==> src/sv/fmjr_pkg.sv <==
// Shared types and constants for the feeder motor jam recovery controller.
package fmjr_pkg;

  // Timer width and its saturation value
  localparam int unsigned TimerBits = 16;
  localparam logic [TimerBits-1:0] TimerMax = '1;

  // Configuration register widths, indexes and reset values
  localparam int unsigned LimitBits = 12;
  localparam int unsigned TicksBits = 16;
  localparam int unsigned CfgIdxBits = 1;
  localparam int unsigned CfgDataBits = 16;
  localparam logic [CfgIdxBits-1:0] CfgCurrentLimit = 1'b0;
  localparam logic [CfgIdxBits-1:0] CfgRecoveryTicks = 1'b1;
  localparam logic [LimitBits-1:0] LimitReset = 12'd500;
  localparam logic [TicksBits-1:0] TicksReset = 16'd1000;

  // Stream widths
  localparam int unsigned InDataBits = 16;
  localparam int unsigned OutDataBits = 8;

  // Motor commands
  localparam logic [1:0] CmdFwd = 2'd0;
  localparam logic [1:0] CmdRev = 2'd1;
  localparam logic [1:0] CmdCoast = 2'd2;
  localparam logic [1:0] CmdBrake = 2'd3;

  // Reported phase codes
  localparam logic [2:0] PhCodeIdle = 3'd0;
  localparam logic [2:0] PhCodeWait = 3'd1;
  localparam logic [2:0] PhCodeRun = 3'd2;
  localparam logic [2:0] PhCodeRcoast = 3'd3;
  localparam logic [2:0] PhCodeRpush = 3'd4;

  // Control phases, one-hot
  typedef enum logic [4:0] {
    PhIdle   = 5'b00001,
    PhWait   = 5'b00010,
    PhRun    = 5'b00100,
    PhRcoast = 5'b01000,
    PhRpush  = 5'b10000
  } phase_e;

  // Classified item handed from the front to the back
  typedef struct packed {
    logic       is_cmd;
    logic [1:0] cmd;
    logic       slide_ok;
    logic       front_lim;
    logic       over_limit;
  } op_t;

  // Controller state
  typedef struct packed {
    logic                 motor_en;
    logic [1:0]           active_cmd;
    phase_e               phase;
    logic [TimerBits-1:0] timer;
    logic                 dir;
    logic                 drv;
    logic                 pend_v;
    logic [1:0]           pend_cmd;
  } ctl_state_t;

endpackage

==> src/sv/fmjr_front.sv <==
// Front end: holds configuration, accepts items and classifies them.
module fmjr_front (
  input  logic                               clk_i,
  input  logic                               rst_ni,
  input  logic                               cfg_we_i,
  input  logic [fmjr_pkg::CfgIdxBits-1:0]    cfg_idx_i,
  input  logic [fmjr_pkg::CfgDataBits-1:0]   cfg_data_i,
  input  logic                               in_valid_i,
  output logic                               in_ready_o,
  input  logic [fmjr_pkg::InDataBits-1:0]    in_data_i,
  input  logic                               in_func_i,
  output logic                               op_valid_o,
  input  logic                               op_ready_i,
  output fmjr_pkg::op_t                      op_o,
  output logic [fmjr_pkg::TicksBits-1:0]     recovery_ticks_o
);

  logic [fmjr_pkg::LimitBits-1:0] limit_q;
  logic [fmjr_pkg::TicksBits-1:0] ticks_q;
  logic                           valid_q, valid_d;
  fmjr_pkg::op_t                  op_q, op_d;
  logic                           in_xfer;
  logic [fmjr_pkg::LimitBits-1:0] cur;

  // Configuration registers
  always_ff @(posedge clk_i or negedge rst_ni) begin
    if (!rst_ni) begin
      limit_q <= fmjr_pkg::LimitReset;
      ticks_q <= fmjr_pkg::TicksReset;
    end else if (cfg_we_i) begin
      unique case (cfg_idx_i)
        fmjr_pkg::CfgCurrentLimit:  limit_q <= cfg_data_i[fmjr_pkg::LimitBits-1:0];
        fmjr_pkg::CfgRecoveryTicks: ticks_q <= cfg_data_i[fmjr_pkg::TicksBits-1:0];
        default: ;
      endcase
    end
  end

  assign recovery_ticks_o = ticks_q;

  // Stage register: takes a new transfer whenever it is empty or draining
  assign in_ready_o = !valid_q || op_ready_i;
  assign in_xfer    = in_valid_i && in_ready_o;

  // Classify: unpack fields and do the current compare here
  always_comb begin
    cur              = in_data_i[15:4];
    op_d.is_cmd      = in_func_i;
    op_d.cmd         = in_data_i[1:0];
    op_d.slide_ok    = in_data_i[2];
    op_d.front_lim   = in_data_i[3];
    op_d.over_limit  = cur > limit_q;
    valid_d          = in_xfer || (valid_q && !op_ready_i);
  end

  always_ff @(posedge clk_i or negedge rst_ni) begin
    if (!rst_ni) begin
      valid_q <= 1'b0;
    end else begin
      valid_q <= valid_d;
    end
  end

  always_ff @(posedge clk_i) begin
    if (in_xfer) begin
      op_q <= op_d;
    end
  end

  assign op_valid_o = valid_q;
  assign op_o       = op_q;

endmodule

==> src/sv/fmjr_queue.sv <==
// Two-entry queue of classified items between front and back.
module fmjr_queue (
  input  logic          clk_i,
  input  logic          rst_ni,
  input  logic          push_valid_i,
  output logic          push_ready_o,
  input  fmjr_pkg::op_t push_op_i,
  output logic          pop_valid_o,
  input  logic          pop_ready_i,
  output fmjr_pkg::op_t pop_op_o
);

  fmjr_pkg::op_t mem_q [2];
  logic          wr_ptr_q, wr_ptr_d;
  logic          rd_ptr_q, rd_ptr_d;
  logic [1:0]    count_q, count_d;
  logic          push, pop;

  assign push_ready_o = count_q != 2'd2;
  assign pop_valid_o  = count_q != 2'd0;
  assign push         = push_valid_i && push_ready_o;
  assign pop          = pop_valid_o && pop_ready_i;
  assign pop_op_o     = mem_q[rd_ptr_q];

  // Pointer and fill count update
  always_comb begin
    wr_ptr_d = push ? !wr_ptr_q : wr_ptr_q;
    rd_ptr_d = pop ? !rd_ptr_q : rd_ptr_q;
    count_d  = count_q;
    if (push && !pop) begin
      count_d = count_q + 2'd1;
    end else if (pop && !push) begin
      count_d = count_q - 2'd1;
    end
  end

  always_ff @(posedge clk_i or negedge rst_ni) begin
    if (!rst_ni) begin
      wr_ptr_q <= 1'b0;
      rd_ptr_q <= 1'b0;
      count_q  <= 2'd0;
    end else begin
      wr_ptr_q <= wr_ptr_d;
      rd_ptr_q <= rd_ptr_d;
      count_q  <= count_d;
    end
  end

  always_ff @(posedge clk_i) begin
    if (push) begin
      mem_q[wr_ptr_q] <= push_op_i;
    end
  end

endmodule

==> src/sv/fmjr_back.sv <==
// Back end: bridge control state machine with jam recovery and output register.
module fmjr_back (
  input  logic                               clk_i,
  input  logic                               rst_ni,
  input  logic [fmjr_pkg::TicksBits-1:0]     recovery_ticks_i,
  input  logic                               op_valid_i,
  output logic                               op_ready_o,
  input  fmjr_pkg::op_t                      op_i,
  output logic                               out_valid_o,
  input  logic                               out_ready_i,
  output logic [fmjr_pkg::OutDataBits-1:0]   out_data_o
);

  fmjr_pkg::ctl_state_t            st_q, st_d, w;
  logic                            out_valid_q, out_valid_d;
  logic [fmjr_pkg::OutDataBits-1:0] out_data_q, out_data_d;
  logic                            pop;
  logic                            dropped;
  logic                            done;
  logic [fmjr_pkg::TimerBits-1:0]  lim;
  logic [fmjr_pkg::TimerBits-1:0]  tnext;
  logic [2:0]                      ph_code;
  logic [31:0]                     ticks_ext;
  logic [31:0]                     max_ext;

  // Apply a command to the bridge state
  function automatic fmjr_pkg::ctl_state_t apply_cmd(fmjr_pkg::ctl_state_t s,
                                                      logic [1:0] cmd);
    fmjr_pkg::ctl_state_t r;
    r            = s;
    r.active_cmd = cmd;
    unique case (cmd)
      fmjr_pkg::CmdFwd: begin
        r.phase = fmjr_pkg::PhWait;
      end
      fmjr_pkg::CmdRev: begin
        r.motor_en = 1'b1;
        r.dir      = 1'b0;
        r.drv      = 1'b1;
        r.phase    = fmjr_pkg::PhRun;
      end
      fmjr_pkg::CmdCoast: begin
        r.motor_en = 1'b0;
        r.dir      = 1'b1;
        r.drv      = 1'b0;
        r.phase    = fmjr_pkg::PhIdle;
      end
      default: begin
        r.motor_en = 1'b0;
        r.dir      = 1'b0;
        r.drv      = 1'b0;
        r.phase    = fmjr_pkg::PhIdle;
      end
    endcase
    return r;
  endfunction

  // Phase length, capped at the timer's reach; zero behaves as one
  always_comb begin
    ticks_ext = 32'(recovery_ticks_i);
    max_ext   = 32'(fmjr_pkg::TimerMax);
    if (ticks_ext > max_ext) begin
      lim = fmjr_pkg::TimerMax;
    end else begin
      lim = fmjr_pkg::TimerBits'(ticks_ext);
    end
  end

  assign op_ready_o = !out_valid_q || out_ready_i;
  assign pop        = op_valid_i && op_ready_o;

  // Next state for the item at the queue head
  always_comb begin
    w       = st_q;
    dropped = 1'b0;
    tnext   = (st_q.timer != fmjr_pkg::TimerMax) ? st_q.timer + 1'b1 : st_q.timer;
    done    = tnext >= lim;
    if (op_i.is_cmd) begin
      dropped = st_q.pend_v;
      if (st_q.phase == fmjr_pkg::PhWait || st_q.phase == fmjr_pkg::PhRcoast ||
          st_q.phase == fmjr_pkg::PhRpush) begin
        w.pend_cmd = op_i.cmd;
        w.pend_v   = 1'b1;
      end else begin
        w.pend_v = 1'b0;
        w        = apply_cmd(w, op_i.cmd);
      end
    end else begin
      // Release a pending command first when free
      if (w.pend_v && (w.phase == fmjr_pkg::PhIdle || w.phase == fmjr_pkg::PhRun)) begin
        w.pend_v = 1'b0;
        w        = apply_cmd(w, w.pend_cmd);
      end
      unique case (w.phase)
        fmjr_pkg::PhWait: begin
          if (op_i.slide_ok) begin
            w.motor_en = 1'b1;
            w.dir      = 1'b1;
            w.drv      = 1'b1;
            w.phase    = fmjr_pkg::PhRun;
          end
        end
        fmjr_pkg::PhRun: begin
          if (w.active_cmd == fmjr_pkg::CmdFwd && op_i.front_lim) begin
            w.motor_en = 1'b0;
            w.dir      = 1'b1;
            w.drv      = 1'b0;
            w.phase    = fmjr_pkg::PhIdle;
          end else if (op_i.over_limit) begin
            w.dir   = 1'b1;
            w.drv   = 1'b0;
            w.timer = '0;
            w.phase = fmjr_pkg::PhRcoast;
          end
        end
        fmjr_pkg::PhRcoast: begin
          // A recovery phase is never entered by a pending release, so the timer is st_q's
          if (done) begin
            w.timer = '0;
            w.dir   = (w.active_cmd == fmjr_pkg::CmdFwd);
            w.drv   = 1'b1;
            w.phase = fmjr_pkg::PhRpush;
          end else begin
            w.timer = tnext;
          end
        end
        fmjr_pkg::PhRpush: begin
          if (done) begin
            w.timer = '0;
            w.dir   = (w.active_cmd != fmjr_pkg::CmdFwd);
            w.drv   = 1'b1;
            w.phase = fmjr_pkg::PhRun;
          end else begin
            w.timer = tnext;
          end
        end
        default: ;
      endcase
    end
    st_d = pop ? w : st_q;
  end

  // Phase code for the result
  always_comb begin
    unique case (w.phase)
      fmjr_pkg::PhWait:   ph_code = fmjr_pkg::PhCodeWait;
      fmjr_pkg::PhRun:    ph_code = fmjr_pkg::PhCodeRun;
      fmjr_pkg::PhRcoast: ph_code = fmjr_pkg::PhCodeRcoast;
      fmjr_pkg::PhRpush:  ph_code = fmjr_pkg::PhCodeRpush;
      default:            ph_code = fmjr_pkg::PhCodeIdle;
    endcase
  end

  // Output register
  always_comb begin
    out_data_d  = {1'b0, dropped, ph_code, w.motor_en, w.drv, w.dir};
    out_valid_d = pop || (out_valid_q && !out_ready_i);
  end

  always_ff @(posedge clk_i or negedge rst_ni) begin
    if (!rst_ni) begin
      st_q.motor_en   <= 1'b0;
      st_q.active_cmd <= fmjr_pkg::CmdBrake;
      st_q.phase      <= fmjr_pkg::PhIdle;
      st_q.timer      <= '0;
      st_q.dir        <= 1'b0;
      st_q.drv        <= 1'b0;
      st_q.pend_v     <= 1'b0;
      st_q.pend_cmd   <= fmjr_pkg::CmdFwd;
      out_valid_q     <= 1'b0;
    end else begin
      st_q        <= st_d;
      out_valid_q <= out_valid_d;
    end
  end

  always_ff @(posedge clk_i) begin
    if (pop) begin
      out_data_q <= out_data_d;
    end
  end

  assign out_valid_o = out_valid_q;
  assign out_data_o  = out_data_q;

endmodule

==> src/sv/feed_motor_jam_recovery_controller_unit.sv <==
// Top level of the feeder motor jam recovery controller.
// A result passes through the front stage, the queue and the output register.
// Throughput: one item per cycle while the output is not stalled.
// Stalls on the output side are absorbed by the two-entry queue and the front stage.
// Reset (rst_ni low, asynchronous): motor off, brake pins, idle, queue empty,
// current_limit 500, recovery_ticks 1000.
module feed_motor_jam_recovery_controller_unit (
  input  logic                               clk_i,
  input  logic                               rst_ni,
  input  logic                               cfg_we_i,
  input  logic [fmjr_pkg::CfgIdxBits-1:0]    cfg_idx_i,
  input  logic [fmjr_pkg::CfgDataBits-1:0]   cfg_data_i,
  input  logic                               s_axis_tvalid_i,
  output logic                               s_axis_tready_o,
  // [1:0] command, [2] slide_back_ok, [3] front_limit, [15:4] load_current
  input  logic [fmjr_pkg::InDataBits-1:0]    s_axis_tdata_i,
  // [0] func
  input  logic                               s_axis_tuser_i,
  output logic                               m_axis_tvalid_o,
  input  logic                               m_axis_tready_i,
  // [0] dir_pin, [1] drive_pin, [2] running, [5:3] phase, [6] command_dropped, [7] zero
  output logic [fmjr_pkg::OutDataBits-1:0]   m_axis_tdata_o
);

  logic                           f_valid, f_ready;
  fmjr_pkg::op_t                  f_op;
  logic                           q_valid, q_ready;
  fmjr_pkg::op_t                  q_op;
  logic [fmjr_pkg::TicksBits-1:0] ticks;

  fmjr_front u_front (
    .clk_i            (clk_i),
    .rst_ni           (rst_ni),
    .cfg_we_i         (cfg_we_i),
    .cfg_idx_i        (cfg_idx_i),
    .cfg_data_i       (cfg_data_i),
    .in_valid_i       (s_axis_tvalid_i),
    .in_ready_o       (s_axis_tready_o),
    .in_data_i        (s_axis_tdata_i),
    .in_func_i        (s_axis_tuser_i),
    .op_valid_o       (f_valid),
    .op_ready_i       (f_ready),
    .op_o             (f_op),
    .recovery_ticks_o (ticks)
  );

  fmjr_queue u_queue (
    .clk_i        (clk_i),
    .rst_ni       (rst_ni),
    .push_valid_i (f_valid),
    .push_ready_o (f_ready),
    .push_op_i    (f_op),
    .pop_valid_o  (q_valid),
    .pop_ready_i  (q_ready),
    .pop_op_o     (q_op)
  );

  fmjr_back u_back (
    .clk_i            (clk_i),
    .rst_ni           (rst_ni),
    .recovery_ticks_i (ticks),
    .op_valid_i       (q_valid),
    .op_ready_o       (q_ready),
    .op_i             (q_op),
    .out_valid_o      (m_axis_tvalid_o),
    .out_ready_i      (m_axis_tready_i),
    .out_data_o       (m_axis_tdata_o)
  );

endmodule

==> config.mk <==
export PLATFORM = sky130hd
export DESIGN_NAME = feed_motor_jam_recovery_controller_unit
export DESIGN_NICKNAME = d
export VERILOG_FILES = /design/src/sv/fmjr_pkg.sv /design/src/sv/fmjr_front.sv /design/src/sv/fmjr_queue.sv /design/src/sv/fmjr_back.sv /design/src/sv/feed_motor_jam_recovery_controller_unit.sv
export SDC_FILE = /design/constraint.sdc
export NUM_CORES = 1
export LEC_CHECK = 0
export CORE_MARGIN = 4
export CORE_UTILIZATION = 28
export DETAILED_ROUTE_END_ITERATION = 8
export DONT_BUFFER_PORTS = 1
export SLEW_MARGIN = 20
export SYNTH_ARGS = -nofsm -noshare
export SYNTH_HDL_FRONTEND = slang
export SYNTH_SLANG_ARGS = --single-unit
==> constraint.sdc <==
create_clock -name clk_i -period 5.3 [get_ports clk_i]
set_input_delay 0.53 -clock clk_i [delete_from_list [all_inputs] [get_ports clk_i]]
set_output_delay 0.53 -clock clk_i [all_outputs]
set_load 0.005 [all_outputs]
==> impl_metrics.tcl, run 1 <==
set metrics [dict create \
    core-area_mm2 0.0173 \
    first_global_vias 3658 \
    die_h_um 141 \
    fmax_mhz 236 \
    synth_warnings 0 \
    hold_path_class "input port to asynchronous set/reset pin" \
    num_rows 48 \
    finalMaxSlewViolations 0 \
    hold_violations 0 \
    postRouteAntennaNets 0 \
    r2r_slack_ps 1060 \
    critPathCaptureType "flop" \
    grt_usage_pct 11.9 \
    overflow 0 \
    cts_made_buffers 9 \
    cts_tree "built" \
    tns_ps 0 \
    crit_start "u_back.st_q[8]" \
    syn_area_per_cell_um2 10.3 \
    cp.arrival_ps 4400 \
    crit_fanout 7 \
    r2r_start "u_back.st_q[8]" \
    finalSetupViolations 0 \
    yosys-top-cells-count "nand2_1 (49), dfrtp_1 (48), o21ai_0 (36), inv_1 (32), nor2_1 (32)" \
    grt-busiest-layer "met2" \
    reg2reg_depth 14 \
    fin_nets 551 \
    cts_root_buffer "clkbuf_16" \
    power_density_mw_per_mm2 461 \
    drcViolationCount 0 \
    slew_headroom_pct 45.5 \
    yosysMostFrequentCell "nand2_1" \
    synth_area_mm2 0.00496 \
    critical-path-max-stage-delay_ps 480 \
    clk_path_buf_depth 2 \
    syn2layout_area_growth_pct 11.7 \
    outcome "complete, no violations" \
    post-synth-top-area-cell "dfrtp_1" \
    cp-start-kind "flop" \
    grt_pass1_wl_mm 19.0 \
    cp.depth 14 \
    cap_viol_max_count 0 \
    antenna_found_initial 0 \
    cts.repair.resized 0 \
    dpl.hpwl_mm 8.36 \
    routed-via-count 3502 \
    worstMarginPinSlew_ps 816 \
    synthTopCellsByArea "dfrtp_1 (24%), edfxtp_1 (15%), dfstp_2 (8.0%)" \
    io_buffers 0 \
    nFillCells 1822 \
    io_pins 49 \
    ys_types 61 \
    whs_ps 31.6 \
    rsz0062_at_grt "false" \
    clk_pin_slew_ps 70 \
    cpMaxStageDelayCell "a221oi_1" \
    crit_top_cell "a21oi_1" \
    drive_above_1_share_pct 15.4 \
    netlist.area_leader.share_pct 24.2 \
    place_congestion 0.877 \
    firstDrtPassIters 4 \
    post-route-period-util_pct 79.9 \
    ir_drop_v 0.000239 \
    leakage_nw 2.34 \
    drt_wl_total_mm 11.3 \
    clock_skew_ps 4.37 \
    critical_path_class "flop to flop" \
    synth-edff-count 25 \
    die_area_mm2 0.0199 \
    clock_latency_ps 340 \
    crit_end "u_back.out_data_o[3]" \
    fin_crit_ps 4240 \
    stdcell_count 712 \
    grtUsageMet3_pct 3.09 \
    rr_endpoint "u_back.out_data_o[3]" \
    syn_nets 551 \
    synth_flop_cell "dfrtp_1" \
    cp_top_family "simple AND/OR/NAND/NOR gates" \
    clkSinkCount 88 \
    yosysSeqAreaShare_pct 47.3 \
    grtUsageMet1_pct 16.8 \
    via_per_inst 4.92 \
    syn_inst 482 \
    ys_seq_elements 88 \
    start_util_pct 28.7 \
    required_ps 5460 \
    async_flop_share_pct 71.6 \
    wl_per_cell_um 15.8 \
    die_w_um 141 \
    antenna_cells 0 \
    place_inst 695 \
    grt_use_met2_pct 18.1 \
    grt_max_degree 49 \
    path_cells "and4_1 -> nand4_1 -> nor3_2 -> nor3_1 -> and3_1 -> xor2_1 -> ha_1 -> a21oi_1 -> o21ai_0 -> a221oi_1 -> a21oi_1 -> o211ai_1 -> xnor2_1 -> nor4b_2" \
    worst-path-buf-inv 0 \
    htreeDepth 3 \
    detail_route.iter0.violations 252 \
]
[worst min-delay path by stage]
| stage | to | startpoint | depth (start not counted) | slack (ps) |
|---|---|---|---|---|
| after global routing | u_back.st_q[21] | rst_ni | 0 | 9 |
| after detailed placement | u_front.recovery_ticks_o[4] | rst_ni | 0 | 240 |
| after global placement | u_front.recovery_ticks_o[4] | rst_ni | 0 | 240 |
| after floorplan | u_back.out_valid_o | rst_ni | 0 | 230 |
| after CTS | u_back.st_q[21] | rst_ni | 0 | 10 |
| final | u_back.st_q[21] | rst_ni | 0 | 30 |
[stage by stage]
stage / area [µm²] / utilization [%] / worst slack (ps) / power (mW)
after global routing: 5540 / 32.0 / 676 / 2.73
after global placement: 5200 / 30.1 / 1260 / 1.87
after detailed placement: 5200 / 30.1 / 1080 / 1.89
final: 5540 / 32.0 / 1060 / 2.55
after CTS: 5540 / 32.0 / 1070 / 2.58
after floorplan: 4960 / - / 1590 / 1.66
[state kept, by name, indices dropped and copies added, names as in the netlist]
register	count
u_queue.wr_ptr_q	1
u_front.limit_q	12
u_queue.mem_q	12
u_front.recovery_ticks_o	16
u_queue.rd_ptr_q	1
u_back.out_valid_o	1
u_queue.count_q	2
u_front.op_o	6
u_back.st_q	29
u_front.op_valid_o	1
u_back.out_data_o	7
[where the power goes]
part	switching, mW	internal [mW]
combinational	0.489	0.347
sequential	0.150	0.907
clock	0.283	0.377
[worst register-to-register path, cell delays in order, from the launching register on]
cell	delay [ps]
dfrtp_1	440
and4_1	310
nand4_1	240
nor3_2	430
nor3_1	180
and3_1	250
xor2_1	150
ha_1	320
a21oi_1	150
o21ai_0	100
a221oi_1	480
a21oi_1	230
o211ai_1	390
xnor2_1	150
nor4b_2	220
[routing by layer]
| layer | part of all wire [%] | vias up | wire, µm |
|---|---|---|---|
| met4 | 0.93 | 0 | 105 |
| met5 | 0 | - | 0 |
| met2 | 44 | 79 | 4970 |
| met3 | 4.7 | 12 | 535 |
| li1 | - | 1748 | - |
| met1 | 50 | 1663 | 5660 |
[kinds of logic (layout without fill, tap and decap cells)]
group                    count (synthesis)  count (layout)  synth area share, %
other                                    1               1               0.0756
buffers and inverters                   49              54                 3.89
AND/OR/NAND/NOR                        148             148                 15.1
AO/OA/AOI/OAI                          115             115                 15.5
multiplexers                            30              30                 6.76
XOR/XNOR                                21              21                 3.71
adder cells (fa/ha/maj)                 30              30                 7.57
flip-flops                              88              88                 47.3
[cells in the final DEF, fill, tap and decap left out, drive strengths merged, types with 5 or more instances in the layout]
cell type,n
nand2,49
o211ai,5
a22o,10
nand4,9
a21o,10
nor2,32
ha,30
edfxtp,25
nor3,13
dfstp,15
mux2,28
dfrtp,48
o21ai,43
buf,5
clkbuf,9
and3,5
nand2b,8
nor2b,6
xnor2,13
xor2,8
nand3,10
a21oi,22
inv,36
[what timing repair did]
item | in CTS | in global routing
buffers inserted | 0 | 0
hold buffers | 1 | 0
hold endpoints to repair | 48 | 0
setup endpoints to repair | 0 | 0
[layout make-up]
cell class,instances,area [µm²],area share (%)
clock inverters,7,86.3,1.56
inverters,33,124,2.24
repair buffers,5,57.6,1.04
well taps,225,282,5.08
multi-input cells,345,2420,43.7
clock buffers,9,225,4.07
flip-flops and latches,88,2350,42.4
(Power assumes the default switching activity.)
==> run 2, diff against run 1 <==
clock period = 4.4 ns   (was 5.3 ns; I/O delays follow)
==> impl_metrics.tcl, run 2 (synthesis gave the netlist of run 1 again) <==
set metrics [dict create \
    holdPathStages 0 \
    holdPathEnd "u_front.op_o[3]" \
    detail_route.iter0.violations 303 \
    grt_pass1_wl_mm 19.2 \
    critPathCaptureType "flop" \
    grt_max_degree 64 \
    whs_ps 180 \
    clkSinkCount 88 \
    cts_tree "built" \
    syn2layout_area_growth_pct 12.1 \
    outcome "complete, no violations" \
    r2r_start "u_back.st_q[8]" \
    dpl.hpwl_mm 8.35 \
    first_global_vias 3640 \
    clock_skew_ps 8.45 \
    postPlaceCellArea_mm2 0.00521 \
    fin_area_mm2 0.00556 \
    worstMarginPinSlew_ps 797 \
    grt-busiest-layer "met1" \
    rsz0062_at_grt "false" \
    r2r_slack_ps 370 \
    place_ws_ps 284 \
    antenna_found_initial 0 \
    htreeDepth 3 \
    grt_usage_pct 12.1 \
    firstDrtPassIters 5 \
    tns_ps 0 \
    fin_crit_ps 4030 \
    drcViolationCount 0 \
    regMostFlops "u_back.st_q" \
    critical-path-max-stage-delay_ps 500 \
    path_cells "and4_1 -> nand4_1 -> or3_1 -> xnor2_1 -> ha_1 -> nand2b_1 -> a2111o_1 -> a32oi_1 -> a21oi_1 -> o211ai_1 -> xnor2_1 -> nor4b_2" \
    reg2reg_depth 12 \
    fmax_mhz 248 \
    via_per_inst 5.03 \
    fin_nets 554 \
    core-area_mm2 0.0173 \
    cp-start-kind "flop" \
    required_ps 4580 \
    post-route-period-util_pct 91.6 \
    cts_made_buffers 9 \
    hp-start "s_axis_tdata_i[0]" \
    final_common_cell "nand2_1" \
    slew_headroom_pct 46.7 \
    grtUsageMet3_pct 2.75 \
    leakage_nw 2.35 \
    routed-via-count 3596 \
    place_congestion 0.867 \
    power_density_mw_per_mm2 551 \
    grt_use_met2_pct 17.0 \
    die_h_um 141 \
    crit_fanout 7 \
    crit_top_cell "xnor2_1" \
    most-common-layout-cells "nand2_1 (49), dfrtp_1 (48), o21ai_0 (36), inv_1 (32), nor2_1 (32)" \
    overflow 0 \
    clk_path_buf_depth 2 \
    cpMaxStageDelayCell "or3_1" \
    hold_path_class "input port to flop" \
    antenna_cells 0 \
    num_rows 48 \
    io_buffers 0 \
    postRouteAntennaNets 0 \
    crit_start "u_back.st_q[8]" \
    finalMaxSlewViolations 0 \
    grtUsageMet1_pct 17.7 \
    drt_wl_total_mm 11.4 \
    hold_violations 0 \
    cts_root_buffer "clkbuf_16" \
    wl_per_cell_um 15.9 \
    critical_path_class "flop to flop" \
    clock_latency_ps 350 \
    rr_endpoint "u_back.out_data_o[3]" \
    io_pins 49 \
    finalSetupViolations 0 \
    clk_pin_slew_ps 70 \
    cap_viol_max_count 0 \
    fin_ws_ps 370 \
    ir_drop_v 0.000255 \
    die_w_um 141 \
    start_util_pct 28.7 \
    die_area_mm2 0.0199 \
    drive_above_1_share_pct 15.9 \
    cp.arrival_ps 4210 \
    largest_register_ffs 29 \
]
run 2: how the worst max path moves through the flow:
stage	endpoint	cells past startpoint
5_1_grt	u_back.out_data_o[3]	12
3_5_place_dp	u_back.out_data_o[3]	14
4_1_cts	u_back.out_data_o[3]	14
2_1_floorplan	u_back.out_data_o[3]	14
6_report	u_back.out_data_o[3]	12
3_3_place_gp	u_back.out_data_o[3]	12
run 2: repair_timing:
action / CTS / global route
hold buffers: 2 / 0
resized for setup: 0 / 1
endpoints found under the hold margin: 63 / 0
setup buffers: 0 / 1
setup endpoints to repair: 0 / 1
run 2: area by class of cell:
| class | count | area, µm² |
|---|---|---|
| multi-input combinational | 345 | 2420 |
| inverter | 33 | 124 |
| fill | 1790 | 11700 |
| tap | 225 | 282 |
| clock inverter | 7 | 72.6 |
| sequential | 88 | 2350 |
| timing repair buffer | 8 | 82.6 |
| clock buffer | 9 | 225 |
run 2: worst max-delay path, delay by kind of cell, from the launching register on:
kind / cells / cell delay (ps)
AND/OR/NAND/NOR: 5 / 1440
AO/OA/AOI/OAI: 4 / 1390
flip-flops: 1 / 440
XOR/XNOR: 2 / 330
adder cells (fa/ha/maj): 1 / 270
run 2: where the power goes:
group | total (mW) | internal, mW | switching, mW
clock network | 0.768 | 0.401 | 0.367
registers | 1.27 | 1.09 | 0.183
logic | 1.02 | 0.424 | 0.595
total | 3.06 | 1.92 | 1.14
run 2: routing by layer:
layer / routed length [µm] / vias up
met1: 5690 / 1722
met5: 0 / -
li1: - / 1747
met2: 4820 / 110
met3: 615 / 17
met4: 257 / 0
run 2: through the flow:
| stage | total power [mW] | cells | utilization, % |
|---|---|---|---|
| finish | 3.06 | 715 | 32.1 |
| global route | 3.28 | 715 | 32.1 |
| CTS | 3.08 | 714 | 32.0 |
| detailed placement | 2.28 | 696 | 30.1 |
| global placement | 2.25 | 696 | 30.1 |
| floorplan | 2.00 | 482 | - |
